[config.mk]
export PLATFORM = sky130hd
export DESIGN_NAME = sda_ram
export DESIGN_NICKNAME = d
export VERILOG_FILES = /design/src/sv/sda_ram.sv
export SDC_FILE = /design/constraint.sdc
export NUM_CORES = 1
export LEC_CHECK = 0
export BUFFER_PORTS_ARGS = -buffer_cell sky130_fd_sc_hd__buf_2
export CORE_AREA = 2 2 95 97
export CTS_CLUSTER_SIZE = 12
export DETAILED_ROUTE_END_ITERATION = 8
export DIE_AREA = 0 0 97 99
export GPL_ROUTABILITY_DRIVEN = 0
export PLACE_DENSITY = 0.79
export SLEW_MARGIN = 20
export SYNTH_ARGS = -nofsm -noshare
export SYNTH_HDL_FRONTEND = slang
export SYNTH_SLANG_ARGS = --single-unit
[constraint.sdc]
create_clock -name clk -period 2.3 [get_ports clk]
set_input_delay 0.69 -clock clk [delete_from_list [all_inputs] [get_ports clk]]
set_output_delay 0.69 -clock clk [all_outputs]
set_load 0.1 [all_outputs]
[src/sv/sda_ram.sv]
//------------------------------------------------------------------------------
// sda_ram
// generic single port ram with registered read
//------------------------------------------------------------------------------
module sda_ram #(
	parameter int unsigned WIDTH = 8,
	parameter int unsigned DEPTH = 16
) (
	input  logic                     clk,
	input  logic                     we,
	input  logic [$clog2(DEPTH)-1:0] addr,
	input  logic [WIDTH-1:0]         wdata,
	output logic [WIDTH-1:0]         rdata
);
	logic [WIDTH-1:0] mem_q [DEPTH];

	// registered read, returns the old data on a write
	always_ff @(posedge clk) begin
		if (we) begin
			mem_q[addr] <= wdata;
		end
		rdata <= mem_q[addr];
	end
endmodule

==> flow_metrics.env <==
export IMPL_cts_root_buf="clkbuf_8"
export IMPL_slowest_stage="buf_2"
export IMPL_fin_crit_ps=2010
export IMPL_drtAntennaViolNets=0
export IMPL_yosysTopAreaCellShare_pct=75.9
export IMPL_finalSetupTns_ps=0
export IMPL_crit_start="rdata[4]"
export IMPL_place_ws_ps=131
export IMPL_critical_path_class="register to output port"
export IMPL_worst_pin_slew_ps=505
export IMPL_cts_hold_buf=0
export IMPL_antennaDiodeCount=0
export IMPL_numCtsBuffers=17
export IMPL_drc_errors=0
export IMPL_status="finished, final reports clean"
export IMPL_cp_required_ps=1610
export IMPL_finalSetupViolCount=0
export IMPL_antenna_found_initial=0
export IMPL_grt_setup_unrepaired="false"
export IMPL_dp_hpwl_um=6060
export IMPL_end_kind="output port"
export IMPL_wl_per_cell_um=23.4
export IMPL_relSlewSlack_pct=66.5
export IMPL_max_stage_delay_ps=440
export IMPL_start_util_pct=59.3
export IMPL_ys_ff_latch=136
export IMPL_synthDistinctLibCells=18
export IMPL_portBuffers=21
export IMPL_hold_class="primary input to register"
export IMPL_yosys_area_share_simple_pct=3.21
export IMPL_synth_top_family_by_area="multiplexers"
export IMPL_maxSlewViolCount=0
export IMPL_synth_mux_area_share_pct=14.2
export IMPL_yosysTopAreaCell="edfxtp_1"
export IMPL_drt_iter0_drc=184
export IMPL_synthAdderAreaFrac_pct=0
export IMPL_grt_max_degree=18
export IMPL_layout_setup_ws_ps=293
export IMPL_finalHoldViolations=0
export IMPL_ys_seq_area_share_pct=79.0
export IMPL_drv_cap=0
export IMPL_synth_area_um2=5070
export IMPL_clkSinkCount=136
export IMPL_cts_tree="done"
export IMPL_synthCells=230
export IMPL_cellLeakagePower_nw=2.05
export IMPL_drtPass1Iterations=4
export IMPL_htree_levels=4
export IMPL_synth_xor_area_share_pct=0
export IMPL_finalNetCount=302
export IMPL_crit_chain="buf_2"
export IMPL_syn2layout_area_growth_pct=19.6
export IMPL_groute_usage_overall_pct=22.0
export IMPL_fin_crit_sh_pct=87.3
export IMPL_hp_start="wdata[0]"
export IMPL_grt_pass1_vias=2479
export IMPL_synth_area_top_cells="edfxtp_1 76%, mux4_2 14%, dfxtp_1 3.2%, a22oi_1 2.4%, nor2_1 0.96%"
export IMPL_grt_pass1_wl_um=14800
export IMPL_coreArea_um2=8550
export IMPL_path_delay_family="buffers and inverters"
export IMPL_postCtsSetupBuffers=0
export IMPL_fp_dieH_um=99
export IMPL_overflow=0
export IMPL_clk_pin_slew_ps=60
export IMPL_synth_compound_area_share_pct=2.37
export IMPL_holdWs_ps=567
export IMPL_die_area_um2=9600
export IMPL_clock_path_buffers=2
export IMPL_io_pins=22
export IMPL_drive_gt1_share_pct=35.3
export IMPL_syn_area_per_cell_um2=22.0
export IMPL_max_freq_mhz=498
export IMPL_clock_skew_ps=9.07
export IMPL_cp_max_fo=1
export IMPL_vdd_drop_max_mv=0.755
export IMPL_wl_um=9560
export IMPL_viasPerCell=5.91
export IMPL_post_cts_resized=0
export IMPL_vias=2413
export IMPL_num_rows=34
export IMPL_critPathLaunchType="register"
export IMPL_power_density_nw_per_um2=941
export IMPL_reg2reg_from="mem_q[1][1]"
export IMPL_critical_path_buf_inv_count=1
export IMPL_die_w_um=97
export IMPL_clk_latency_ps=510
export IMPL_synth_warnings=0
export IMPL_syn_nets=244
export IMPL_critPathArrivalTime_ps=1320
-- registers in the layout, summed over array words and instances (netlist names) --
| signal | count |
|---|---|
| rdata | 8 |
| mem_q | 128 |
-- per-stage QoR --
| step | area, um^2 | power (mW) | util (%) | cells |
|---|---|---|---|---|
| after floorplan | 5070 | 3.10 | - | 230 |
| after global placement | 5500 | 3.22 | 64.4 | 377 |
| after detailed placement | 5500 | 3.23 | 64.4 | 377 |
| after CTS | 6060 | 5.76 | 70.9 | 408 |
| after global routing | 6060 | 5.90 | 70.9 | 408 |
| final | 6060 | 5.70 | 70.9 | 408 |
-- synthesized netlist by cell type (all sizes together) --
cell type and instances:
nand3 1, a22oi 16, or3b 1, mux4 32
edfxtp 128, clkbuf 3, nand3b 2, nand2 9
nand2b 2, nor3 4, nor2 13, buf 8
and2 1, dfxtp 8, nor2b 2
-- worst reg2reg max path, stage by stage, from the launching register on --
cell and delay, ps:
edfxtp_1 380, mux4_2 470, a22oi_1 300, nand2_1 120
-- cells in the final DEF (no fill, tap or decap) --
master	instances
nand3_1	1
or3b_2	1
a22oi_1	16
nand3b_1	2
buf_4	26
edfxtp_1	128
dfxtp_1	8
nor3_1	4
buf_2	21
nor2_1	13
clkinv_1	4
clkinvlp_4	2
buf_12	3
bufinv_16	3
clkbuf_1	4
and2_1	1
mux4_2	32
nand2_1	9
clkbuf_8	1
nand2b_1	2
nor2b_1	2
clkbuf_16	16
clkinv_4	1
-- logic make-up (layout without fill, tap and decap cells) --
family                 Yosys count  count (layout)
DFF                            136             136
muxes                           32              32
AOI/OAI and AO/OA               16              16
buffers and inverters           11              81
and+or+nand+nor                 35              35
-- routing by layer --
metal | track usage (%) | part of all wire (%) | vias up
li1 | - | - | 1079
met1 | 30.5 | 43 | 1262
met2 | 34.6 | 52 | 64
met3 | 5.67 | 4.4 | 8
met4 | 7.91 | 1.0 | 0
met5 | 0 | 0 | -
-- final timing paths --
kind	endpoint	slack, ps	cells past startpoint
worst max register to register	rdata[1]	910	3
worst min register to register	rdata[0]	680	3
worst max-delay path	rdata[4]	290	1
worst min-delay path	mem_q[4][0]	570	1
-- cell type report --
cell class	count	area (um^2)
tap	108	135
sequential	136	4000
clock buffer	21	429
fill	506	2490
timing repair buffer	50	360
clock inverter	10	129
multi-input combinational	83	1000
-- where the power goes --
| group | internal (mW) | switching, mW | leakage, nW | total, mW |
|---|---|---|---|---|
| clock network | 1.63 | 0.899 | 0.262 | 2.53 |
| logic | 0.122 | 0.264 | 0.559 | 0.386 |
| registers | 2.77 | 0.0182 | 1.22 | 2.79 |
| total | 4.52 | 1.18 | 2.05 | 5.70 |
Power figures use the tool's default switching activity.
